### src/rtl/core/sam_pkg.sv
// ----------------------------------------------------------------------------
// sam_pkg
// Types and request codes shared by the sub-anagram match chain.
// ----------------------------------------------------------------------------
package sam_pkg;

   typedef enum logic [1:0] {
      REQ_CLEAR = 2'd0,
      REQ_ADD   = 2'd1,
      REQ_WORD  = 2'd2
   } req_kind_type;

   typedef struct packed {
      logic [1:0] req_type;
      logic [7:0] letter;
      logic       last;
   } req_beat_type;

   typedef struct packed {
      logic        matched;
      logic [15:0] word_index;
      logic        user_overflow;
   } rsp_beat_type;

   // One slot of the chain. pending: an add still looks for a free cell,
   // a word letter still looks for an unclaimed user letter.
   typedef struct packed {
      logic         valid;
      req_kind_type kind;
      logic [7:0]   letter;
      logic         last;
      logic         pending;
   } sam_token_type;

   localparam logic [15:0] WORD_INDEX_MAX = 16'hFFFF;

endpackage

### src/rtl/core/sam_cell.sv
// ----------------------------------------------------------------------------
// sam_cell
// One chain cell: holds one user letter and its claim flag for the current
// word, and passes a token on to the next cell every cycle that the chain advances.
// ----------------------------------------------------------------------------
module sam_cell (
   input  logic                   clock,
   input  logic                   reset,
   input  logic                   advance,
   input  sam_pkg::sam_token_type tok_in,
   output sam_pkg::sam_token_type tok_out
);
   import sam_pkg::*;

   logic          user_vld_ff, user_vld_in;
   logic [7:0]    user_letter_ff, user_letter_in;
   logic          claimed_ff, claimed_in;
   sam_token_type tok_ff, tok_in_next;
   logic          hit;
   logic          fill;

   assign hit  = tok_in.valid && (tok_in.kind == REQ_WORD) && tok_in.pending &&
                 user_vld_ff && !claimed_ff && (user_letter_ff == tok_in.letter);
   assign fill = tok_in.valid && (tok_in.kind == REQ_ADD) && tok_in.pending &&
                 !user_vld_ff;

   always_comb begin
      user_vld_in         = user_vld_ff;
      user_letter_in      = user_letter_ff;
      claimed_in          = claimed_ff;
      tok_in_next         = tok_in;
      tok_in_next.pending = tok_in.pending && !(hit || fill);
      if (tok_in.valid) begin
         case (tok_in.kind)
            REQ_CLEAR: begin
               user_vld_in = 1'b0;
               claimed_in  = 1'b0;
            end
            REQ_ADD: begin
               if (fill) begin
                  user_vld_in    = 1'b1;
                  user_letter_in = tok_in.letter;
                  claimed_in     = 1'b0;
               end
            end
            REQ_WORD: begin
               // free the claim once the word's final letter has gone by
               if (tok_in.last) begin
                  claimed_in = 1'b0;
               end else if (hit) begin
                  claimed_in = 1'b1;
               end
            end
            default: begin
            end
         endcase
      end
   end

   always_ff @(posedge clock) begin
      if (reset) begin
         user_vld_ff <= 1'b0;
         claimed_ff  <= 1'b0;
         tok_ff      <= '0;
      end else if (advance) begin
         user_vld_ff <= user_vld_in;
         claimed_ff  <= claimed_in;
         tok_ff      <= tok_in_next;
      end
   end

   always_ff @(posedge clock) begin
      if (advance) begin
         user_letter_ff <= user_letter_in;
      end
   end

   assign tok_out = tok_ff;

endmodule

### src/rtl/core/sam_tail.sv
// ----------------------------------------------------------------------------
// sam_tail
// End of the chain: collects per-word failure, numbers the words, tracks
// user letter overflow and holds the response beat.
// ----------------------------------------------------------------------------
module sam_tail (
   input  logic                   clock,
   input  logic                   reset,
   input  logic                   advance,
   input  sam_pkg::sam_token_type tok_in,
   output logic                   rsp_valid,
   output sam_pkg::rsp_beat_type  rsp_data
);
   import sam_pkg::*;

   logic         failed_ff, failed_in;
   logic [15:0]  word_num_ff, word_num_in;
   logic         overflow_ff, overflow_in;
   logic         rsp_valid_ff, rsp_valid_in;
   rsp_beat_type rsp_ff, rsp_in;
   logic         word_end;

   assign word_end = tok_in.valid && (tok_in.kind == REQ_WORD) && tok_in.last;

   always_comb begin
      failed_in            = failed_ff;
      word_num_in          = word_num_ff;
      overflow_in          = overflow_ff;
      rsp_in.matched       = !(failed_ff || tok_in.pending);
      rsp_in.word_index    = word_num_ff;
      rsp_in.user_overflow = overflow_ff;
      rsp_valid_in         = word_end;
      if (tok_in.valid) begin
         case (tok_in.kind)
            REQ_CLEAR: begin
               failed_in   = 1'b0;
               word_num_in = '0;
               overflow_in = 1'b0;
            end
            REQ_ADD: begin
               // an add that found no free cell fell off the end
               if (tok_in.pending) begin
                  overflow_in = 1'b1;
               end
            end
            REQ_WORD: begin
               if (tok_in.last) begin
                  failed_in = 1'b0;
                  if (word_num_ff != WORD_INDEX_MAX) begin
                     word_num_in = word_num_ff + 16'd1;
                  end
               end else begin
                  failed_in = failed_ff || tok_in.pending;
               end
            end
            default: begin
            end
         endcase
      end
   end

   always_ff @(posedge clock) begin
      if (reset) begin
         failed_ff    <= 1'b0;
         word_num_ff  <= '0;
         overflow_ff  <= 1'b0;
         rsp_valid_ff <= 1'b0;
      end else if (advance) begin
         failed_ff    <= failed_in;
         word_num_ff  <= word_num_in;
         overflow_ff  <= overflow_in;
         rsp_valid_ff <= rsp_valid_in;
      end
   end

   always_ff @(posedge clock) begin
      if (advance && word_end) begin
         rsp_ff <= rsp_in;
      end
   end

   assign rsp_valid = rsp_valid_ff;
   assign rsp_data  = rsp_ff;

endmodule

### src/rtl/core/sub_anagram_match.sv
// A word's response comes through the MAX_LETTERS cell registers and the tail register.
// One request beat per cycle unless held; each beat moves one cell per cycle down the chain.
// The whole chain holds only while a response beat waits under rsp_stall.
// Reset empties all cells, the word count and the overflow flag; no clearing pass.
// ----------------------------------------------------------------------------
// sub_anagram_match
// Letter-multiset containment: user letters sit one per cell, word letters
// travel the chain and claim a matching free cell; an unclaimed letter fails.
// ----------------------------------------------------------------------------
module sub_anagram_match #(
   parameter int MAX_LETTERS = 16
) (
   input  logic                  clock,
   input  logic                  reset,
   input  logic                  req_valid,
   output logic                  req_stall,
   input  sam_pkg::req_beat_type req_data,
   output logic                  rsp_valid,
   input  logic                  rsp_stall,
   output sam_pkg::rsp_beat_type rsp_data
);
   import sam_pkg::*;

   logic          advance;
   logic          req_known;
   sam_token_type chain [MAX_LETTERS+1];

   assign advance   = !(rsp_valid && rsp_stall);
   assign req_stall = !advance;

   // drop the unused request code at the door
   assign req_known = (req_data.req_type == REQ_CLEAR) ||
                      (req_data.req_type == REQ_ADD)   ||
                      (req_data.req_type == REQ_WORD);

   assign chain[0] = '{valid:   req_valid && req_known,
                       kind:    req_kind_type'(req_data.req_type),
                       letter:  req_data.letter,
                       last:    req_data.last,
                       pending: 1'b1};

   for (genvar i = 0; i < MAX_LETTERS; i++) begin : g_cell
      sam_cell u_cell (
         .clock   (clock),
         .reset   (reset),
         .advance (advance),
         .tok_in  (chain[i]),
         .tok_out (chain[i+1])
      );
   end

   sam_tail u_tail (
      .clock     (clock),
      .reset     (reset),
      .advance   (advance),
      .tok_in    (chain[MAX_LETTERS]),
      .rsp_valid (rsp_valid),
      .rsp_data  (rsp_data)
   );

endmodule

### config.mk
export PLATFORM = sky130hd
export DESIGN_NAME = sub_anagram_match
export DESIGN_NICKNAME = d
export VERILOG_FILES = /design/src/rtl/core/sam_pkg.sv /design/src/rtl/core/sam_cell.sv /design/src/rtl/core/sam_tail.sv /design/src/rtl/core/sub_anagram_match.sv
export SDC_FILE = /design/constraint.sdc
export NUM_CORES = 1
export LEC_CHECK = 0
export BUFFER_PORTS_ARGS = -buffer_cell sky130_fd_sc_hd__buf_4
export CORE_ASPECT_RATIO = 2
export CORE_MARGIN = 2
export CORE_UTILIZATION = 30
export DETAILED_ROUTE_END_ITERATION = 6
export PLACE_DENSITY = 0.5
export SLEW_MARGIN = 10
export SYNTH_ARGS = -nofsm -noshare
export SYNTH_HDL_FRONTEND = slang
export SYNTH_SLANG_ARGS = --single-unit
### constraint.sdc
create_clock -name clock -period 4.2 [get_ports clock]
set_clock_uncertainty 0.2 [all_clocks]
set_input_delay 0.21 -clock clock [delete_from_list [all_inputs] [get_ports clock]]
set_output_delay 0.21 -clock clock [all_outputs]
set_load 0.01 [all_outputs]
# [Word-level counts from Yosys, hierarchy flattened]
# Index checks and enable logic that the tools add are counted.
# Widths: inputs -> output; s select.
[totals] reg_bits=397 in_bits=15 out_inout_bits=20 wordCells=642
[classes] addsub=1 n_eq_ne=86 mux=103 bitwise=1 reduce_logical=317
[op_table] cell="$logic_and 1x1->1" count=146
[op_table] cell="$reduce_and 4->1" count=33
[op_table] cell="$eq 8x8->1" count=16
[op_table] cell="$reduce_and 5->1" count=17
[op_table] cell="$mux 1" count=66
[op_table] cell="$logic_not 1->1" count=50
[op_table] cell="$ne 3x2->1 const B" count=16
[op_table] cell="$pmux 1 s3" count=16
[op_table] cell="$reduce_bool 3->1" count=16
[op_table] cell="$ne 2x1->1 const B" count=18
[op_table] cell="$pmux 1 s2" count=18
[op_table] cell="$reduce_bool 2->1" count=18
[op_table] cell="$eq 2x1->1 const B" count=17
[op_table] cell="$eq 2x2->1 const B" count=17
[op_table] cell="$logic_not 2->1" count=17
[op_table] cell="$mux 16" count=2
[op_table] cell="$pmux 16 s2" count=1
[op_table] cell="$logic_or 1x1->1" count=19
[op_table] cell="$add 16x1->16 const B" count=1
[op_table] cell="$ne 16x16->1 const B" count=1
[op_table] cell="$reduce_and 3->1" count=1
[op_table] cell="$ne 2x2->1 const B" count=1
[op_table] cell="$not 1->1" count=1

# [Logic depth before layout (Yosys ltp)]
# Gate-level depths: netlist of the first run.
[depth] ltp_word=11 ltp_mapped=7

# [Cells and area by module]
# A second synthesis of the first run with hierarchy kept.
[unflattened] hier_cells=1490 hier_area_um2=16588.4
[modules_own_cells] module="sam_cell" instances=16 cells_per_inst=84 area_per_inst_um2=937.1 seq_area_each_um2=540.5
[modules_own_cells] module="sam_tail" instances=1 cells_per_inst=142 area_per_inst_um2=1569.0 seq_area_each_um2=920.9
[modules_own_cells] module="sub_anagram_match" instances=1 cells_per_inst=4 area_per_inst_um2=25.0 seq_area_each_um2=0.0

# [Least setup slack after synthesis of the first run]
# No wires, ideal clock.
[synth_path] kind="reg-to-reg" startpoint="reg u_tail.rsp_valid_ff (netlist: u_tail.rsp_valid)" endpoint="reg u_tail.rsp_ff, in the netlist u_tail.rsp_data[0], enable pin" setup_time_ps=392 arrival_ps=1796 required_time_ps=3608 slack_ps=1811 path_stages_with_launch=7 path_buffers=3 cell_sequence="dfxtp_1 > buf_6 > nand2_2 > inv_2 > buf_2 > clkbuf_1 > nor2_1"
[synth_between] elab_chain_len=3
[synth_lines] element="start, declared" line="sam_tail.sv:19" source="logic rsp_valid_ff, rsp_valid_in;"
[synth_lines] element="start signal, assigned" line="sam_tail.sv:72" source="rsp_valid_ff <= rsp_valid_in;"
[synth_lines] element="$logic_and 1x1->1" line="sub_anagram_match.sv:28" source="assign advance = !(rsp_valid && rsp_stall);"
[synth_lines] element="$logic_not 1->1" line="sub_anagram_match.sv:28"
[synth_lines] element="$logic_and 1x1->1" line="sam_tail.sv:77" source="if (advance && word_end) begin"
[synth_lines] element="end signal, assigned" line="sam_tail.sv:78" source="rsp_ff <= rsp_in;"
[synth_lines] element="end, declared" line="sam_tail.sv:20" source="rsp_beat_type rsp_ff, rsp_in;"
# Every way passes these cells.
# A chain may end at the register's enable or synchronous reset.

# [Worst setup path after layout of the first run]
[layout_path] startpoint="in rsp_stall" endpoint="reg g_cell[0].u_cell.user_vld_ff"
[layout_between] elab_chain_len=3
[layout_lines] element="start, declared" line="sub_anagram_match.sv:19" source="input logic rsp_stall,"
[layout_lines] element="$logic_and 1x1->1" line="sub_anagram_match.sv:28"
[layout_lines] element="$not 1->1 (no source line)"
[layout_lines] element="$reduce_and 4->1 (no source line)"
[layout_lines] element="end signal, assigned" line="sam_cell.sv:66" source="user_vld_ff <= user_vld_in;"
[layout_lines] element="end, declared" line="sam_cell.sv:15" source="logic user_vld_ff, user_vld_in;"
# Every way passes these cells.

==> results of run 1 <==
[kinds of logic after synthesis]
kind of cell,synth area share
AO/OA/AOI/OAI,0.1136
XOR/XNOR,0.07011
adder cells (fa/ha/maj),0.0007823
buffers and inverters,0.02739
flip-flops,0.5884
multiplexers,0.007512
AND/OR/NAND/NOR,0.1922
[sequential cells by signal, summed over array words and instances, names as in the netlist]
name,cells
g_cell.u_cell.user_letter_ff,128
u_tail.word_num_ff,16
u_tail.rsp_data,18
g_cell.u_cell.claimed_ff,16
g_cell.u_cell.tok_out,200
u_tail.overflow_ff,1
u_tail.rsp_valid,1
g_cell.u_cell.user_vld_ff,16
u_tail.failed_ff,1
[synthesized netlist by cell type (22+ instances only)]
library cell | number | share of area
nand4_1 | 29 | 0.011
clkbuf_1 | 41 | 0.0096
nand2_1 | 384 | 0.090
nand2b_1 | 29 | 0.011
dfxtp_1 | 251 | 0.31
nor3_1 | 22 | 0.0069
edfxtp_1 | 146 | 0.27
nor2_1 | 53 | 0.012
xnor2_1 | 54 | 0.030
xor2_1 | 74 | 0.041
a21oi_1 | 209 | 0.065
nor4_1 | 33 | 0.013
[per-layer routing]
metal	vias up	track usage	routed length (µm)
met2	137	0.2730	20960
met5	-	0	0
li1	5615	-	-
met3	72	0.01625	864
met4	0	0.06068	1487
met1	5449	0.1352	13880
[where the power goes]
group	internal [mW]	switching, mW	leakage, nW
Clock	1.80	1.43	0.555
Combinational	0.0552	0.0903	2.15
Sequential	3.99	0.0302	3.51
[critical path, delay by kind of cell]
family,cells,cell delay [ns]
buffers and inverters,4,1.90
muxes,1,0.15
and+or+nand+nor,3,0.40
[repair_timing]
item / in CTS / in global routing
setup endpoints to repair: 0 / 0
hold buffers: 16 / 0
hold endpoints to repair: 50 / 0
[per-stage QoR]
step	instance area (µm²)	hold slack, ns
6_report	18190	0.2284
4_1_cts	18190	0.1992
2_1_floorplan	15990	0.1089
5_1_grt	18190	0.2263
3_5_place_dp	16900	0.2258
3_3_place_gp	16900	0.2250
[final cells by class]
type,instances,area [µm²]
Sequential cell,397,9409
Multi-Input combinational cell,1088,6157
Fill cell,5392,34520
Clock buffer,53,1046
Clock inverter,11,88.84
Timing Repair Buffer,67,571.8
Inverter,22,87.58
Tap cell,665,832.0
[final timing paths]
| path | endpoint | cells after the start |
|---|---|---|
| max | g_cell[0].u_cell.user_vld_ff$_SDFFE_PP0P_ | 8 |
| min reg2reg | g_cell[5].u_cell.claimed_ff$_SDFFE_PP0P_ | 2 |
| max reg2reg | g_cell[0].u_cell.user_vld_ff$_SDFFE_PP0P_ | 6 |
| min | g_cell[0].u_cell.user_letter_ff[3]$_DFFE_PP_ | 2 |
==> metrics.md, run 1 <==
| Metric | Value |
|---|---|
| Outcome | finished with violations |
| Failing checks | design-rule violations |
| Gr ovfl total | 0 |
| RSZ-0062 raised after global routing | no |
| Die area | 55280 µm² |
| Rel. slew slack | 0.2754 |
| Global-route wire length before repair | 60110 µm |
| Clock tree buffer depth | 3 |
| Req. time, crit path | 4.41 ns |
| Via-to-Cell Ratio | between 4 and 5 |
| Layout Cells excl Fill | ~2.3k |
| Post-CTS setup buffers | 0 |
| Final HPWL DP | 25370 µm |
| Final core area utilization | 0.3452 |
| Crit-path max cell delay | 0.60 ns |
| Slew @ Worst Pin | approximately 1.1 ns |
| Sinks on Clock Net | roughly 400 |
| Nets | approximately 1.6k |
| FF-to-FF setup slack | 1.83 ns |
| Vias in the first global route | roughly 11k |
| Crit path cell chain | dlygate4sd3_1 > buf_4 > nand2_8 > buf_4 > nand3b_1 > dlygate4sd3_1 > mux2i_1 > nor2_1 |
| Syn nets | between 1.5k and 2k |
| CTS Buf Count | 36 |
| Crit path from | rsp_stall |
| Synth Instances | ~1.6k |
| Tot GR Track Use | 0.1347 |
| Worst-Skew Late Latency | between 0.5 and 0.6 ns |
| Worst path arrival time | approximately 2.7 ns |
| Mean area per synthesized cell | approximately 10 µm² |
| Crit-path max FO | 55 |
| Cells after DPL | 2223 |
| Distinct cell type count after synthesis | 73 |
| P per Cell Area | ~410 nW/µm² |
| Leak Pwr | approximately 6.2 nW |
| FF-to-FF Start | u_tail.rsp_valid$_SDFFE_PP0N_ |
| CTS tree | built |
| Max Cap Viol | 0 |
| Port bufs | 34 |
| Layout area overhead | 13.77% |
| Initial DRC Count | 564 |
| Hold path start | req_data[4] |
| Syn. warnings | 0 |
| N_diodes | 0 |
| Crit path kind | in -> reg |
| Num ports | 35 |
| Tot Pwr | roughly 7.4 mW |
| Clock transition at the registers of the reported paths | 0.06 ns |
| Drt pass-1 iters | 7 |
| Die Ht | ~330 µm |
| Vias | between 10k and 15k |
| Core Box Area | between 50000 and 60000 µm² |
| Setup violations, final | 0 |
| Final Hold Viols | 0 |
| Most frequent cells in the layout | nand2_1 (384), dfxtp_1 (251), a21oi_1 (209) |
| Register area share after synthesis | 0.5884 |
| Min-delay worst type | in -> reg |
| Most common cell after layout, fill and taps aside | nand2_1 |
| Die W | 167.3 µm |
| DR DRC count | 6 |
| FFs w/ async S/R, synth | 0 |
| EDFF count, synth | between 100 and 150 |
| Startpoint Class | input pin |
| Final worst slack | about 1.7 ns |
| Pre-CTS worst setup slack | roughly 1.9 ns |
| Initial Util | 0.3034 |
| Pin count of the biggest net entering global routing | between 100 and 150 |
| Setup TNS | 0 ns |
| Slowest stage cell, crit path | dlygate4sd3_1 |
| Pins Over Slew Limit | 0 |
| WL final | 37190 µm |
| Number of synthesized register bits | a little under 400 |
| CP Capture Type | flop |
| Rows | roughly 120 |
| Main synth FF type | dfxtp_1 |
| Cell Area, Synth | between 15000 and 20000 µm² |
| Crit share post-route | 0.5970 |
| CTS H-tree depth | 2 |
| Post-route minimum period | around 2.5 ns |
| DR WL/cell | approximately 16 µm |
| Routed Antenna Nets | 0 |
| Achievable Freq | 0.3988 GHz |
| GP Congestion | 0.7559 |
| Worst vdd ir | about 0.00022 V |
| Post_cts resized | 0 |
| Initial antenna violation count | 0 |
| Layout cell share with drive strength beyond 1 | 0.07570 |
| Clock Root Buffer | clkbuf_16 |
Note: power is estimated with default switching activity, not from simulation.
==> inputs of run 2 (changes only) <==
==> constraint.sdc (replaced) <==
create_clock -name clock -period 2.55 [get_ports clock]
set_clock_uncertainty 0.2 [all_clocks]
set_input_delay 0.1275 -clock clock [delete_from_list [all_inputs] [get_ports clock]]
set_output_delay 0.1275 -clock clock [all_outputs]
set_load 0.01 [all_outputs]
==> metrics.md, run 2 (same netlist as run 1, synthesis figures left out) <==
| Metric | Value |
|---|---|
| Reg area | 9409 µm² (unchanged) |
| Pin count of the biggest net entering global routing | 156 (+22%) |
| Post-route minimum period | around 2.4 ns |
| WL final | 36640 µm (-1.5%) |
| Rel. slew slack | 0.4744 (+0.1990) |
| Max Cap Viol | 0 (unchanged) |
| # fillers | 5359 (-0.61%) |
| Req. time, crit path | 2.22 ns (-2.19 ns) |
| RSZ-0062 raised after global routing | no |
| Achievable Freq | 0.4208 GHz |
| Vias in the first global route | 11.49k (+0.33%) |
| Setup violations, final | 0 (unchanged) |
| Hold depth | 2 (unchanged) |
| Worst-Skew Late Latency | 0.54 ns (about the same) |
| Setup TNS | 0 ns (unchanged) |
| Die W | 167.3 µm (unchanged) |
| P per Cell Area | 683.2 nW/µm² (+68%) |
| CTS tree | built |
| Crit path kind | reg -> out |
| Leak Pwr | 6.334 nW (+2.0%) |
| Cells on worst reg2reg path | 6 (unchanged) |
| Initial Util | 0.3034 (unchanged) |
| Slew @ Worst Pin | 0.7884 ns (-0.2903 ns) |
| Initial antenna violation count | 1 (+1) |
| Most common cell after layout, fill and taps aside | nand2_1 |
| Port bufs | 34 (unchanged) |
| CP Capture Type | primary output |
| Failing checks | design-rule violations |
| Critical path's top delay family | buffers and inverters |
| Finished Cell Area | 18400 µm² (+1.1%) |
| Footprint of the multi-input gates | 6157 µm² (unchanged) |
| Crit path cell chain | nand2_8 > inv_6 > buf_4 > buf_4 |
| WP buf/inv | 3 (-1) |
| Slowest stage cell, crit path | dfxtp_1 |
| Final HPWL DP | 25180 µm (-0.78%) |
| Post-CTS setup buffers | 0 (unchanged) |
| Min-delay worst type | in -> reg |
| Worst vdd ir | 0.0003367 V (+50%) |
| Vias | 11.37k (+0.82%) |
| Routed Antenna Nets | 0 (unchanged) |
| Crit-path max cell delay | 0.43 ns (-0.17 ns) |
| Global-route wire length before repair | 60110 µm (about the same) |
| CTS H-tree depth | 2 (unchanged) |
| Crit share post-route | 0.9319 |
| Layout area overhead | 15.07% |
| Hold buffers post-CTS | 16 (unchanged) |
| Initial DRC Count | 553 (-2.0%) |
| Core Box Area | 52710 µm² (unchanged) |
| Worst path arrival time | 2.05 ns (-0.67 ns) |
| Outcome | finished with violations |
| Startpoint Class | flop |
| Most frequent cells in the layout | nand2_1 (384), dfxtp_1 (251), a21oi_1 (209) |
| DR DRC count | 6 (unchanged) |
| Clock transition at the registers of the reported paths | 0.07 ns (about the same) |
| Die Ht | 330.5 µm (unchanged) |
| Sinks on Clock Net | 397 (unchanged) |
| Drt pass-1 iters | 7 (unchanged) |
| Pins Over Slew Limit | 0 (unchanged) |
| Via-to-Cell Ratio | 4.905 (+0.22%) |
| Die area | 55280 µm² (unchanged) |
| Gr ovfl total | 0 (unchanged) |
| Layout cell share with drive strength beyond 1 | 0.08419 (+0.008489) |
| CP most frequent cell | buf_4 |
| Final Hold Viols | 0 (unchanged) |
| GP Congestion | 0.7373 (-2.5%) |
| Post_cts resized | 0 (unchanged) |
| Max reg flops | 200 (unchanged) |
| Layout Cells excl Fill | 2317 (+0.61%) |
| Tot GR Track Use | 0.1337 (-0.001066) |
| Cells after DPL | 2236 (+0.58%) |
| Hold Slack | 0.1417 ns (-0.08669 ns) |
| Clock tree buffer depth | 3 (unchanged) |
| DR WL/cell | 15.81 µm (-2.1%) |
| Nets | 1641 (+0.80%) |
| CTS Buf Count | 36 (unchanged) |
| Crit-path max FO | 47 (-15%) |
| Cell depth of the worst setup path | 4 (-4) |
| Tot Pwr | 12.57 mW (+70%) |
| Clock Root Buffer | clkbuf_16 |
| Placement Cell Area | 17010 µm² (+0.65%) |
| Num ports | 35 (unchanged) |
| Rows | 119 (unchanged) |
-- run 2: routing by layer --
layer / part of all wire / wire length (µm) / GRT usage / up-vias
li1: - / - / - / 5641
met1: 0.38 / 14090 / 0.1396 / 5533
met2: 0.55 / 20330 / 0.2637 / 132
met3: 0.025 / 913 / 0.01745 / 60
met4: 0.035 / 1299 / 0.05936 / 0
met5: 0 / 0 / 0 / -
-- run 2: final timing paths --
kind	start	slack [ns]	to
worst min-delay path	req_data[5]	0.14	g_cell[0].u_cell.user_letter_ff[4]$_DFFE_PP_
worst max register to register	u_tail.rsp_valid$_SDFFE_PP0N_	0.20	g_cell[0].u_cell.tok_out[1]$_SDFFE_PP0N_
worst min register to register	g_cell[5].u_cell.claimed_ff$_SDFFE_PP0P_	0.27	g_cell[5].u_cell.claimed_ff$_SDFFE_PP0P_
worst max-delay path	u_tail.rsp_valid$_SDFFE_PP0N_	0.17	req_stall
-- run 2: through the flow --
stage / util / setup slack (ns)
after floorplan: - / 0.1615
after global placement: 0.3227 / 0.5091
after detailed placement: 0.3227 / 0.4762
after CTS: 0.3490 / 0.08838
after global routing: 0.3491 / 0.007522
final: 0.3491 / 0.1737
-- run 2: layout make-up --
cell class	count	area share
repair buffers	80	0.03706
multi-input cells	1088	0.3346
well taps	665	0.04522
inverters	22	0.004760
clock inverters	16	0.01149
diodes	1	0.0001360
clock buffers	48	0.05535
flip-flops and latches	397	0.5114
-- run 2: report_power, final --
part / total (mW) / internal (mW) / switching [mW]
sequential: 6.61 / 6.56 / 0.0473
clock: 5.71 / 3.33 / 2.38
combinational: 0.249 / 0.0981 / 0.151
total: 12.6 / 9.99 / 2.58
==> inputs of run 3 (changes only) <==
==> constraint.sdc (replaced) <==
create_clock -name clock -period 2.55 [get_ports clock]
set_clock_uncertainty 0.2 [all_clocks]
set_input_delay 0.255 -clock clock [delete_from_list [all_inputs] [get_ports clock]]
set_output_delay 0.255 -clock clock [all_outputs]
set_load 0.01 [all_outputs]
==> metrics.md, run 3 (same netlist as run 1, synthesis figures left out) <==
| Metric | Value |
|---|---|
| Vias in the first global route | 11.48k (-0.070%) |
| Core Box Area | 52710 µm² (unchanged) |
| Hold depth | 3 (+1) |
| Cells on worst reg2reg path | 3 (-3) |
| Rel. slew slack | 0.5121 (+0.03769) |
| Crit-path max FO | 24 (-49%) |
| Num ports | 35 (unchanged) |
| NetSw | 2.598 mW (+0.71%) |
| Slowest stage cell, crit path | dfxtp_1 |
| CTS tree | built |
| Die Ht | 330.5 µm (unchanged) |
| Final Hold Viols | 0 (unchanged) |
| Clock tree buffer depth | 3 (unchanged) |
| P per Cell Area | 686.2 nW/µm² (+0.44%) |
| Reg area | 9409 µm² (unchanged) |
| Achievable Freq | 0.4520 GHz (+7.4%) |
| Via-to-Cell Ratio | 4.926 (+0.41%) |
| FF-to-FF Start | g_cell[11].u_cell.tok_out[11]$_SDFFE_PP0N_ |
| Crit path from | u_tail.rsp_valid$_SDFFE_PP0N_ |
| Clock transition at the registers of the reported paths | 0.06 ns (about the same) |
| CP most frequent cell | buf_4 |
| Hold buffers post-CTS | 13 (-3) |
| GP Congestion | 0.7596 (+3.0%) |
| Worst-Skew Late Latency | 0.55 ns (about the same) |
| Die W | 167.3 µm (unchanged) |
| Initial DRC Count | 502 (-9.2%) |
| Layout Cells excl Fill | 2323 (+0.26%) |
| # fillers | 5341 (-0.34%) |
| RR Endpoint | g_cell[12].u_cell.user_letter_ff[4]$_DFFE_PP_ |
| Setup TNS | 0 ns (unchanged) |
| Gr ovfl total | 0 (unchanged) |
| Tot GR Track Use | 0.1348 (+0.001127) |
| Post-route minimum period | 2.212 ns (-0.1641 ns) |
| Max Cap Viol | 0 (unchanged) |
| Nets | 1644 (+0.18%) |
| Layout area overhead | 15.42% |
| FF-to-FF setup slack | 0.45 ns (+0.25 ns) |
| Global-route wire length before repair | 60520 µm (+0.69%) |
| Crit path cell chain | nand2_8 > inv_6 > buf_4 > buf_4 |
| Die area | 55280 µm² (unchanged) |
| Sw Share | 0.2051 (about the same) |
| Drt pass-1 iters | 7 (unchanged) |
| Most common cell after layout, fill and taps aside | nand2_1 |
| Leak Pwr | 6.370 nW (+0.57%) |
| Layout cell share with drive strength beyond 1 | 0.08690 (+0.002713) |
| Vias | 11.44k (+0.67%) |
| CP Capture Type | primary output |
| Clock Root Buffer | clkbuf_16 |
| Placement Cell Area | 17060 µm² (+0.29%) |
| Min-delay worst type | in -> reg |
| Req. time, crit path | 2.10 ns (-0.12 ns) |
| Initial antenna violation count | 1 (unchanged) |
| Initial Util | 0.3034 (unchanged) |
| Post_cts resized | 0 (unchanged) |
| Routed Antenna Nets | 0 (unchanged) |
| Pin count of the biggest net entering global routing | 84 (-46%) |
| Outcome | finished with violations |
| Worst vdd ir | 0.0004182 V (+24%) |
| Crit path to | req_stall |
| WL final | 37360 µm (+2.0%) |
| Combinational share of power | 0.019 (about the same) |
| Footprint of the multi-input gates | 6157 µm² (unchanged) |
| Pint | 10.07 mW (+0.75%) |
| Startpoint Class | flop |
| Post-CTS setup buffers | 0 (unchanged) |
| Port bufs | 34 (unchanged) |
| Worst path arrival time | 1.76 ns (-0.29 ns) |
| DR WL/cell | 16.08 µm (+1.7%) |
| DR DRC count | 6 (unchanged) |
| Cells after DPL | 2241 (+0.22%) |
| CTS H-tree depth | 2 (unchanged) |
| Pins Over Slew Limit | 0 (unchanged) |
| Part of the total power dissipated in the clock network | 0.458 (+0.004) |
| Failing checks | design-rule violations |
| Crit share post-route | 0.8675 (-0.06435) |
| Rows | 119 (unchanged) |
| Register share of total power | 0.522 (-0.004) |
| Most frequent cells in the layout | nand2_1 (384), dfxtp_1 (251), a21oi_1 (209) |
| RSZ-0062 raised after global routing | no |
| Sinks on Clock Net | 397 (unchanged) |
| Setup violations, final | 0 (unchanged) |
| Slew @ Worst Pin | 0.7291 ns (-0.05923 ns) |
| Crit-path max cell delay | 0.47 ns (+0.04 ns) |
| Max reg flops | 200 (unchanged) |
| Finished Cell Area | 18460 µm² (+0.31%) |
| Crit path kind | reg -> out |
| CTS Buf Count | 37 (+2.8%) |
| Final HPWL DP | 26160 µm (+3.9%) |
==> run 3: changes by cell type in the layout (fill, tap and decap cells not counted) <==
cell	delta
clkinvlp_4	-1
clkbuf_16	+2
buf_4	+4
bufinv_16	-1
clkbuf_8	+1
clkinv_1	-1
dlygate4sd3_1	-3
clkbuf_1	+5
buf_12	+1
clkinv_2	-1
==> run 3: worst min-delay path by stage <==
| stage | slack [ns] | endpoint | from |
|---|---|---|---|
| after floorplan | 0.15 | g_cell[0].u_cell.user_letter_ff[0]$_DFFE_PP_ | req_data[1] |
| after global placement | 0.25 | g_cell[5].u_cell.claimed_ff$_SDFFE_PP0P_ | g_cell[5].u_cell.claimed_ff$_SDFFE_PP0P_ |
| after detailed placement | 0.25 | g_cell[5].u_cell.claimed_ff$_SDFFE_PP0P_ | g_cell[5].u_cell.claimed_ff$_SDFFE_PP0P_ |
| after CTS | 0.05 | g_cell[5].u_cell.tok_out[12]$_SDFFE_PP0N_ | rsp_stall |
| after global routing | 0.13 | g_cell[9].u_cell.tok_out[12]$_SDFFE_PP0N_ | rsp_stall |
| final | 0.09 | g_cell[5].u_cell.tok_out[12]$_SDFFE_PP0N_ | rsp_stall |
==> run 3: layout make-up <==
| class | instances | share of cell area |
|---|---|---|
| diodes | 1 | 0.0001356 |
| flip-flops and latches | 397 | 0.5098 |
| repair buffers | 82 | 0.03803 |
| multi-input cells | 1088 | 0.3336 |
| inverters | 22 | 0.004745 |
| clock buffers | 56 | 0.05966 |
| well taps | 665 | 0.04508 |
| clock inverters | 12 | 0.008949 |
==> run 3: power groups by stage <==
stage          clock network (mW)  logic [mW]  registers, mW
3_3_place_gp                    0       0.228           6.76
3_5_place_dp                    0       0.233           6.76
4_1_cts                      5.99       0.250           6.61
2_1_floorplan                   0       0.156           6.74
6_report                     5.80       0.246           6.61
5_1_grt                      6.19       0.273           6.62
==> run 3: metrics by stage <==
step | hold WS [ns] | power [mW] | util | setup slack, ns
floorplan | 0.1539 | 6.893 | - | 0.1615
finish | 0.08509 | 12.66 | 0.3502 | 0.3378
global route | 0.1283 | 13.08 | 0.3502 | 0.2418
CTS | 0.05366 | 12.85 | 0.3501 | 0.2896
global placement | 0.2474 | 6.984 | 0.3236 | 0.4682
detailed placement | 0.2521 | 6.989 | 0.3236 | 0.4455
==> run 3: critical path: cells and delay by family, from the launching register on <==
family | cells | cell delay, ns
buf+inv | 3 | 0.62
flops | 1 | 0.47
simple gates | 1 | 0.12
==> run 3: per-layer routing <==
metal,vias to the layer above,GRT usage,routed length (µm),share of wire
li1,5647,-,-,-
met1,5580,0.1403,14020,0.38
met2,153,0.2702,21340,0.57
met3,62,0.01733,913,0.024
met4,0,0.05255,1090,0.029
met5,-,0,0,0
